<file path="src/design/bcrp_pkg.sv">
// Shared types and constants for the breadcrumb reverse path planner.
// No dependencies; every design file but bcrp_ram imports this package.
`timescale 1ns / 1ps

package bcrp_pkg;

    localparam int CRUMB_DEPTH_DEF = 32;
    localparam int COORD_WIDTH_DEF = 24;

    localparam int DIST_W = 34;   // floor root, doubled when halved operands
    localparam int ACC_W  = 40;   // path length accumulators
    localparam int OUT_W  = 24;   // saturating length outputs
    localparam int CMP_W  = 8;    // small count compares
    localparam int CFG_W  = 24;

    localparam logic [OUT_W-1:0] MAX24 = {OUT_W{1'b1}};

    localparam logic [15:0] SPACING_RST  = 16'd51;
    localparam logic [23:0] HISTORY_RST  = 24'd3072;
    localparam logic [23:0] RECOVERY_RST = 24'd717;
    localparam logic [15:0] TOL_RST      = 16'd102;
    localparam logic [15:0] TIMEOUT_RST  = 16'd60;
    localparam logic [5:0]  LEAST_RST    = 6'd4;

    localparam logic [1:0] RUN_RECORD  = 2'd0;
    localparam logic [1:0] RUN_REVERSE = 2'd1;
    localparam logic [1:0] RUN_DONE    = 2'd2;
    localparam logic [1:0] RUN_FAIL    = 2'd3;

    localparam logic [2:0] WHY_RECORD  = 3'd0;
    localparam logic [2:0] WHY_FEW     = 3'd1;
    localparam logic [2:0] WHY_SHORT   = 3'd2;
    localparam logic [2:0] WHY_REVERSE = 3'd3;
    localparam logic [2:0] WHY_REACHED = 3'd4;
    localparam logic [2:0] WHY_TIMEOUT = 3'd5;

    typedef enum logic [1:0] {
        ACT_POSE = 2'd0,
        ACT_REQ  = 2'd1,
        ACT_TICK = 2'd2,
        ACT_NONE = 2'd3
    } t_action;

    typedef enum logic [2:0] {
        CFG_SPACING  = 3'd0,
        CFG_HISTORY  = 3'd1,
        CFG_RECOVERY = 3'd2,
        CFG_TOL      = 3'd3,
        CFG_TIMEOUT  = 3'd4,
        CFG_LEAST    = 3'd5
    } t_cfg_idx;

    typedef enum logic [1:0] {A_CUR, A_RAM, A_B} t_asel;
    typedef enum logic [1:0] {B_CUR, B_RAM, B_GOAL} t_bsel;
    typedef enum logic [1:0] {AD_CNT_M1, AD_CNT, AD_I_M1, AD_I_M2} t_addr;

    typedef enum logic [2:0] {
        ST_REC, ST_FEW, ST_SHORT, ST_PATHOK, ST_REACH, ST_TIMEOUT, ST_TRACK
    } t_stcode;

    typedef struct packed {
        logic    capture;
        logic    set_cur;
        logic    rec;
        logic    start_req;
        logic    fall_req;
        logic    tick_inc;
        logic    dist_go;
        logic    a_load;
        t_asel   a_sel;
        logic    b_load;
        t_bsel   b_sel;
        logic    rd_crumb;
        t_addr   addr_sel;
        logic    i_load_cnt;
        logic    i_dec;
        logic    len_clr;
        logic    len_add;
        logic    trim;
        logic    fail;
        logic    sp_init;
        logic    keep;
        logic    path_ok;
        logic    set_finished;
        logic    pt_rd;
        logic    pt_load;
        logic    st_load;
        t_stcode st_code;
    } t_dp_cmd;

    typedef struct packed {
        t_action action;
        logic    level;
        logic    have_pose;
        logic    req_active;
        logic    finished;
        logic    path_valid;
        logic    cnt_zero;
        logic    cnt_gt1;
        logic    i_pos;
        logic    i_gt2;
        logic    few;
        logic    dist_done;
        logic    d_ge_spacing;
        logic    len_over;
        logic    seg_short;
        logic    st_reach;
        logic    path_short;
        logic    at_goal;
        logic    timed_out;
        logic    out_free;
        logic    pt_more;
    } t_dp_stat;

endpackage

</file>
<file path="src/design/bcrp_ctrl.sv">
// Controller state machine: sequences record, trim, path build, point
// emission and tick checks over the datapath. Depends on bcrp_pkg.
`timescale 1ns / 1ps

module bcrp_ctrl
    import bcrp_pkg::*;
(
    input  logic     i_clk,
    input  logic     i_rst_n,
    input  logic     i_in_valid,
    output logic     o_in_stall,
    input  t_dp_stat i_stat,
    output t_dp_cmd  o_cmd
);
    typedef enum logic [4:0] {
        S_IDLE, S_DISP, S_EMIT,
        S_PR_RD, S_PR_LD, S_PR_GO, S_PR_WT, S_REC,
        S_TR_INIT, S_TR_RD0, S_TR_LD0, S_TR_RD, S_TR_LD, S_TR_GO, S_TR_WT,
        S_SP_CHK, S_SP_LOOP, S_SP_LD, S_SP_GO, S_SP_WT, S_SP_END,
        S_PT_RD, S_PT_OUT, S_TK_GO, S_TK_WT
    } t_state;

    t_state  r_state, n_state;
    t_stcode r_st_code, n_st_code;

    always_ff @(posedge i_clk) begin
        if (!i_rst_n) begin
            r_state   <= S_IDLE;
            r_st_code <= ST_REC;
        end else begin
            r_state   <= n_state;
            r_st_code <= n_st_code;
        end
    end

    assign o_in_stall = (r_state != S_IDLE);

    always_comb begin
        n_state       = r_state;
        n_st_code     = r_st_code;
        o_cmd         = '0;
        o_cmd.st_code = r_st_code;
        unique case (r_state)
            S_IDLE: begin
                o_cmd.capture = i_in_valid;
                if (i_in_valid) n_state = S_DISP;
            end
            S_DISP: begin
                unique case (i_stat.action)
                    ACT_POSE: begin
                        o_cmd.set_cur = 1'b1;
                        if (i_stat.req_active)    n_state = S_IDLE;
                        else if (i_stat.cnt_zero) n_state = S_REC;
                        else                      n_state = S_PR_RD;
                    end
                    ACT_REQ: begin
                        if (i_stat.level && !i_stat.req_active) begin
                            o_cmd.start_req = 1'b1;
                            n_state = S_SP_CHK;
                        end else if (!i_stat.level && i_stat.req_active) begin
                            o_cmd.fall_req = 1'b1;
                            n_st_code = ST_REC;
                            n_state = S_EMIT;
                        end else begin
                            n_state = S_IDLE;
                        end
                    end
                    ACT_TICK: begin
                        if (!i_stat.req_active) begin
                            n_st_code = ST_REC;
                            n_state = S_EMIT;
                        end else if (i_stat.finished || !i_stat.path_valid
                                     || !i_stat.have_pose) begin
                            n_state = S_IDLE;
                        end else begin
                            o_cmd.tick_inc = 1'b1;
                            o_cmd.a_load   = 1'b1;
                            o_cmd.a_sel    = A_CUR;
                            o_cmd.b_load   = 1'b1;
                            o_cmd.b_sel    = B_GOAL;
                            n_state = S_TK_GO;
                        end
                    end
                    default: n_state = S_IDLE;
                endcase
            end
            S_EMIT: begin
                if (i_stat.out_free) begin
                    o_cmd.st_load = 1'b1;
                    n_state = S_IDLE;
                end
            end
            S_PR_RD: begin
                o_cmd.rd_crumb = 1'b1;
                o_cmd.addr_sel = AD_CNT_M1;
                n_state = S_PR_LD;
            end
            S_PR_LD: begin
                o_cmd.a_load = 1'b1;
                o_cmd.a_sel  = A_RAM;
                o_cmd.b_load = 1'b1;
                o_cmd.b_sel  = B_CUR;
                n_state = S_PR_GO;
            end
            S_PR_GO: begin
                o_cmd.dist_go = 1'b1;
                n_state = S_PR_WT;
            end
            S_PR_WT: begin
                if (i_stat.dist_done) n_state = i_stat.d_ge_spacing ? S_REC : S_TR_INIT;
            end
            S_REC: begin
                o_cmd.rec = 1'b1;
                n_state = S_TR_INIT;
            end
            S_TR_INIT: begin
                o_cmd.i_load_cnt = 1'b1;
                o_cmd.len_clr    = 1'b1;
                n_state = i_stat.cnt_gt1 ? S_TR_RD0 : S_IDLE;
            end
            S_TR_RD0: begin
                o_cmd.rd_crumb = 1'b1;
                o_cmd.addr_sel = AD_I_M1;
                n_state = S_TR_LD0;
            end
            S_TR_LD0: begin
                o_cmd.a_load = 1'b1;
                o_cmd.a_sel  = A_RAM;
                n_state = S_TR_RD;
            end
            S_TR_RD: begin
                o_cmd.rd_crumb = 1'b1;
                o_cmd.addr_sel = AD_I_M2;
                n_state = S_TR_LD;
            end
            S_TR_LD: begin
                o_cmd.b_load = 1'b1;
                o_cmd.b_sel  = B_RAM;
                n_state = S_TR_GO;
            end
            S_TR_GO: begin
                o_cmd.dist_go = 1'b1;
                n_state = S_TR_WT;
            end
            S_TR_WT: begin
                if (i_stat.dist_done) begin
                    o_cmd.len_add = 1'b1;
                    if (i_stat.len_over) begin
                        o_cmd.trim = 1'b1;
                        n_state = S_IDLE;
                    end else begin
                        o_cmd.a_load = 1'b1;
                        o_cmd.a_sel  = A_B;
                        o_cmd.i_dec  = 1'b1;
                        n_state = i_stat.i_gt2 ? S_TR_RD : S_IDLE;
                    end
                end
            end
            S_SP_CHK: begin
                if (!i_stat.have_pose || i_stat.few) begin
                    o_cmd.fail = 1'b1;
                    n_st_code = ST_FEW;
                    n_state = S_EMIT;
                end else begin
                    o_cmd.sp_init = 1'b1;
                    n_state = S_SP_LOOP;
                end
            end
            S_SP_LOOP: begin
                if (i_stat.i_pos) begin
                    o_cmd.rd_crumb = 1'b1;
                    o_cmd.addr_sel = AD_I_M1;
                    n_state = S_SP_LD;
                end else begin
                    n_state = S_SP_END;
                end
            end
            S_SP_LD: begin
                o_cmd.b_load = 1'b1;
                o_cmd.b_sel  = B_RAM;
                n_state = S_SP_GO;
            end
            S_SP_GO: begin
                o_cmd.dist_go = 1'b1;
                n_state = S_SP_WT;
            end
            S_SP_WT: begin
                if (i_stat.dist_done) begin
                    o_cmd.i_dec = 1'b1;
                    if (i_stat.seg_short) begin
                        n_state = S_SP_LOOP;
                    end else begin
                        o_cmd.keep = 1'b1;
                        n_state = i_stat.st_reach ? S_SP_END : S_SP_LOOP;
                    end
                end
            end
            S_SP_END: begin
                if (i_stat.path_short) begin
                    o_cmd.fail = 1'b1;
                    n_st_code = ST_SHORT;
                    n_state = S_EMIT;
                end else begin
                    o_cmd.path_ok = 1'b1;
                    n_state = S_PT_RD;
                end
            end
            S_PT_RD: begin
                o_cmd.pt_rd = 1'b1;
                n_state = S_PT_OUT;
            end
            S_PT_OUT: begin
                if (i_stat.out_free) begin
                    o_cmd.pt_load = 1'b1;
                    if (i_stat.pt_more) begin
                        n_state = S_PT_RD;
                    end else begin
                        n_st_code = ST_PATHOK;
                        n_state = S_EMIT;
                    end
                end
            end
            S_TK_GO: begin
                o_cmd.dist_go = 1'b1;
                n_state = S_TK_WT;
            end
            S_TK_WT: begin
                if (i_stat.dist_done) begin
                    n_state = S_EMIT;
                    if (i_stat.at_goal) begin
                        o_cmd.set_finished = 1'b1;
                        n_st_code = ST_REACH;
                    end else if (i_stat.timed_out) begin
                        o_cmd.set_finished = 1'b1;
                        n_st_code = ST_TIMEOUT;
                    end else begin
                        n_st_code = ST_TRACK;
                    end
                end
            end
            default: n_state = S_IDLE;
        endcase
    end
endmodule

</file>
<file path="config.mk">
export PLATFORM = sky130hd
export DESIGN_NAME = bcrp_ctrl
export DESIGN_NICKNAME = d
export VERILOG_FILES = /design/src/design/bcrp_pkg.sv /design/src/design/bcrp_ctrl.sv
export SDC_FILE = /design/constraint.sdc
export NUM_CORES = 1
export LEC_CHECK = 0
export BUFFER_PORTS_ARGS = -buffer_cell sky130_fd_sc_hd__buf_2
export CORE_ASPECT_RATIO = 0.9
export CORE_UTILIZATION = 44
export CTS_CLUSTER_SIZE = 8
export DETAILED_ROUTE_END_ITERATION = 6
export PLACE_DENSITY_LB_ADDON = 0.12
export SLEW_MARGIN = 30
export SYNTH_ARGS = -nofsm -noshare
export SYNTH_HDL_FRONTEND = slang
export SYNTH_SLANG_ARGS = --single-unit
export TNS_END_PERCENT = 1
</file>
<file path="constraint.sdc">
create_clock -name i_clk -period 1.6 [get_ports i_clk]
set_input_delay 0 -clock i_clk [delete_from_list [all_inputs] [get_ports i_clk]]
set_output_delay 0 -clock i_clk [all_outputs]
set_load 0.03 [all_outputs]
</file>
== Yosys cells after proc, flatten, opt, wreduce, memory -nomap -nowiden ==
Cells that the tools add are included.
Widths: inputs -> output; s select.

* Bits in registers: 8
* Input bits: 25
* Word-level logic and storage cells: 145

* Eq/ne operators: 40
* Muxes and demuxes: 85
* Reductions and logical operators: 18

{| class="wikitable"
|+ Operators with widths
! operator !! count
|-
| $pmux 5 s25 || 1
|-
| $mux 5 || 13
|-
| $mux 3 || 17
|-
| $eq 5x5->1 const B || 9
|-
| $eq 5x4->1 const B || 8
|-
| $mux 1 || 33
|-
| $eq 5x3->1 const B || 4
|-
| $ne 2x2->1 const B || 10
|-
| $mux 6 || 3
|-
| $pmux 3 s3 || 2
|-
| $mux 4 || 4
|-
| $pmux 3 s5 || 1
|-
| $pmux 5 s3 || 1
|-
| $mux 2 || 6
|-
| $pmux 3 s4 || 1
|-
| $eq 5x2->1 const B || 2
|-
| $reduce_and 10->1 || 1
|-
| $reduce_bool 5->1 || 2
|-
| $ne 3x3->1 const B || 3
|-
| $reduce_and 7->1 || 1
|-
| $pmux 3 s2 || 1
|-
| $eq 5x1->1 const B || 1
|-
| $logic_not 5->1 || 1
|-
| $logic_not 1->1 || 4
|-
| other kinds (9) || 14
|}

== Longest topological paths before layout ==
* Depth after elaboration: 7
* Gate-level depth with buffers: 7

== Least setup slack after synthesis ==
Ideal clock, no wire load.

* Path kind: reg2out
* From: register r_state[1]
* To: output o_cmd[7] (netlist bit)
* Arrival time: 1,833 ps
* Data required time: 1,600 ps
* Slack: -233 ps
* Stages on the path, launching flop included: 5
* Buffers on the path: 3
* Cell sequence: dfxtp_1 > buf_2 > buf_2 > buf_2 > nor4_1

{| class="wikitable"
|+ RTL lines
! item !! RTL line !! text
|-
| start, declared || bcrp_ctrl.sv:23 || <nowiki>t_state r_state, n_state;</nowiki>
|-
| start signal, assigned || bcrp_ctrl.sv:31 || <nowiki>r_state <= n_state;</nowiki>
|-
| end, declared || bcrp_ctrl.sv:13 || <nowiki>output t_dp_cmd o_cmd</nowiki>
|}

== Final worst setup path ==
* From: register r_state[3]
* To: register r_state[3]

* Cells in the longest elaborated chain, start to end: 3

{| class="wikitable"
|+ RTL lines
! item !! RTL line !! text
|-
| $eq 5x3->1 (tied with other cells) || bcrp_ctrl.sv:43 || <nowiki>unique case (r_state)</nowiki>
|-
| $ne 2x2->1 (no line) || - ||
|-
| $reduce_and 7->1 (no line) || - ||
|}

Parallel ways exist; a longest one is shown, timed or not.
A chain may end at the register's enable or synchronous reset.

==> impl.org <==
** CTS
- Number of buffers on the longest clock path :: 2
- Hold-fix buffer count after cts :: 0
- Clock tree from TritonCTS :: done
- For the worst-skew pair, the clock arrives at the later sink with an insertion delay of 0.26 ns.
- CTS built an H-tree with a depth of 1.
- CTS Root Cell :: sky130_fd_sc_hd__clkbuf_4
- Clock transition at path regs :: 0.06 ns
- The clock net in this run drives a total of 8 sinks.
- Clock buffer count from CTS :: 3

** Die
- Starting Density :: 46.3%
- Placeable core region :: 3040 sq um
- Number of cell rows :: 19
- The floorplan step set the die height to 55.7 um.
- The die covers 3430 sq um.
- From left edge to right edge, the die measures 61.6 um.
- Count of boundary I/O pins :: 58

** Route
- Via Count :: 2124
- Drt total wl :: 6210 um
- Detailed-route vias per instance :: 6.03
- DRC violations left :: 0
- The first routing iteration left 237 violations.
- Drt wl/cell :: 17.7 um
- Post-route ant nets :: 0
- Number of optimization iterations in the first detailed-route pass :: 7

** Logic synthesis
- The share of the Yosys chip area taken by registers is 11.4%.
- Of all cell types, the one taking the most synthesized area is sky130_fd_sc_hd__dfxtp_1.
- By count the netlist is led by sky130_fd_sc_hd__nor2_1 (25), sky130_fd_sc_hd__nand2_1 (24), sky130_fd_sc_hd__inv_1 (12).
- Synthesis instantiated 60 different standard cells from the library.
- Primary flip-flop cell chosen by synthesis mapping :: sky130_fd_sc_hd__dfxtp_1
- Async set-or-reset flop fraction in the synthesized netlist :: 0%
- Net count of the mapped netlist :: 239
- Cell count after synthesis :: 212
- In this run the biggest area consumer among cell types represents 11.4% of the synthesized area.
- Number of flops mapped to enable cells by yosys :: 0
- Total of warnings raised by yosys :: 0
- Top area cells in the synthesized netlist :: sky130_fd_sc_hd__dfxtp_1 (11%), sky130_fd_sc_hd__nor2_1 (6.7%), sky130_fd_sc_hd__nand2_1 (6.4%), sky130_fd_sc_hd__nand2b_1 (4.0%), sky130_fd_sc_hd__buf_2 (3.9%)
- Dominant cell by count in the synthesized netlist :: sky130_fd_sc_hd__nor2_1
- The cell area that synthesis handed to floorplanning was 1410 sq um.
- In this run the mean area of a mapped cell was 6.64 sq um.
- Number of synthesized register bits :: 8

** Pwr
- Leakage power :: 1.12 nW
- The worst-case IR drop observed on VDD is 604 uV.
- Power per standard cell area :: 1120 nW/um^2

** STA
- Slew margin rel. :: 62.0%
- Minimum clock period after layout :: 1.69 ns
- For this run, the top clock speed supported by timing is 592 MHz.
- Setup repair after global routing missed its margin :: yes
- Across the routed clock network, the largest skew measured is 0.00320 ns.
- Slew at the pin closest to its max-slew limit :: 0.567 ns
- Final-layout worst hold slack :: 0.0454 ns
- Number of hold-slack violations in the final timing report :: 0
- Summed over all failing endpoints, the final setup total negative slack is -0.665 ns.
- Period Utilization, post-route :: 106%
- The final number of max-transition violations was 0.
- Final setup violation count :: 15
- Worst Setup Slack, final :: -0.0892 ns

** Global routing
- The first global-routing pass estimated 8240 um of wire.
- GRT Max-Usage Layer :: met2
- Final global-route overflow total :: 0
- Vias in the first global route :: 1739
- Met1 track demand over resource :: 45.1%
- For met2 alone, demand over resource in global routing was 49.8%.
- Tot GR Track Use :: 32.0%
- For met3 alone, demand over resource in global routing was 5.58%.
- The initial antenna violation count was 0.
- Entering global routing, the biggest net connects 15 pins.

** Worst setup path
- WP data arrival :: 1.87 ns
- Across all register-to-register paths, the minimum setup slack is -0.09 ns.
- The critical path in this run is classified as reg -> reg.
- Reg2reg end :: r_state[3]
- Startpoint of the worst setup timing path :: r_state[3]
- Data on the critical path is required at its endpoint by 1.78 ns.
- The signal on the critical path passes through buf_12, buf_4, nand2b_1, o21ai_2, a211oi_2, o2111ai_2, o2bb2ai_1.
- The worst setup path is launched from a register.
- Startpoint of the most critical register-to-register path :: r_state[3]
- Capturing element type of the critical path :: register
- Measured in cells, the most critical reg-to-reg path has a length of 7.
- The largest individual stage delay along the critical path comes from the cell sky130_fd_sc_hd__dfxtp_4.
- On the worst path, the slowest cell contributes a delay of 0.38 ns.
- In this run the worst setup path terminates at r_state[3].
- CP Max Fanout :: 13

** Job
- Max-cap violations in this run came to 0.

** Final layout
- From synthesis to final layout, the design area changed by 73.8%.
- Count of nets after finishing :: 339
- Cells with a size suffix above 1 make up 51.9% of the layout.
- The filler cells instantiated in the layout total 230.
- The number of antenna diodes in the final layout is 0.

** Run status
- The final reports fail on negative setup slack.
- The flow ran to the end, but the final reports show violations.

** Place
- PortBufs :: 57
- The congestion estimate from routability-driven global placement came to 0.878.
- Detailed placement finished with a half-perimeter wire length of 3790 um.

** Worst hold path
- In this run the worst hold path is classified as in -> reg.
==> kinds of logic after synthesis <==
kind of cell	Yosys count	synth area share, %
and+or+nand+nor	117	47.0
adders and majority gates	2	1.78
AOI/OAI and AO/OA	51	27.2
DFF	8	11.4
xor gates and xnor gates	1	0.622
muxes	2	1.42
buffers and inverters	31	10.6
==> layout by cell type (no fill, tap or decap), drive strengths merged, types with 5 or more instances in the layout <==
cell type	n
o21ai	10
nor2b	8
buf	112
inv	11
dfxtp	8
and3	5
nand2b	9
nand3	8
a21oi	6
nor4	6
nor3	8
nor2	25
nand2	24
==> cell type report <==
class / instances / area (sq um) / area share (%)
Tap cell: 42 / 52.6 / 2.15
Clock buffer: 3 / 22.5 / 0.921
Timing Repair Buffer: 114 / 880 / 36.0
Sequential cell: 8 / 179 / 7.31
Inverter: 12 / 48.8 / 1.99
Multi-Input combinational cell: 173 / 1260 / 51.7
==> routing by layer <==
layer | part of all wire, % | up-vias | wire length [um]
met1 | 39 | 945 | 2450
met3 | 9.9 | 30 | 617
met5 | 0 | - | 0
met2 | 47 | 160 | 2920
li1 | - | 989 | -
met4 | 3.6 | 0 | 223
==> where the power goes <==
group,internal (mW),switching [mW]
sequential,0.249,0.0713
combinational,1.06,1.19
clock,0.0865,0.0789
==> worst max-delay path: cells and delay by family, from the launching register on <==
kind,cells,cell delay [ns]
flops,1,0.38
simple gates,1,0.11
buf+inv,2,0.28
compound gates,4,0.83
==> how the worst min path moves through the flow <==
stage / startpoint / to / slack, ns / depth (start not counted)
3_3_place_gp: i_stat[6] / o_cmd[8] / 0.29 / 3
3_5_place_dp: i_stat[6] / o_cmd[8] / 0.29 / 3
5_1_grt: i_rst_n / r_st_code[2] / 0.05 / 2
4_1_cts: i_rst_n / r_st_code[2] / 0.04 / 2
6_report: i_rst_n / r_st_code[2] / 0.05 / 2
2_1_floorplan: i_stat[4] / o_cmd[7] / 0.07 / 1
==> registers in the layout, indices dropped and copies added, names as in the netlist <==
name       flops
r_state        5
r_st_code      3
==> what timing repair did <==
action / 4_1_cts / 5_1_grt
endpoints found under the setup margin: 31 / 28
pin swaps: 9 / 9
resized for setup: 44 / 42
cloned: 1 / 0
setup buffers: 13 / 0
==> metrics by stage <==
stage / total power [mW] / setup WS (ns) / utilization (%) / instances / area [sq um]
floorplan: 1.32 / -0.208 / - / 212 / 1410
global placement: 1.92 / -0.196 / 65.6 / 335 / 2000
detailed placement: 1.94 / -0.169 / 65.6 / 335 / 2000
CTS: 2.47 / -0.0424 / 75.8 / 352 / 2310
global route: 2.85 / -0.133 / 80.4 / 352 / 2450
finish: 2.73 / -0.0892 / 80.4 / 352 / 2450
Note: power is estimated with default switching activity, not from simulation.
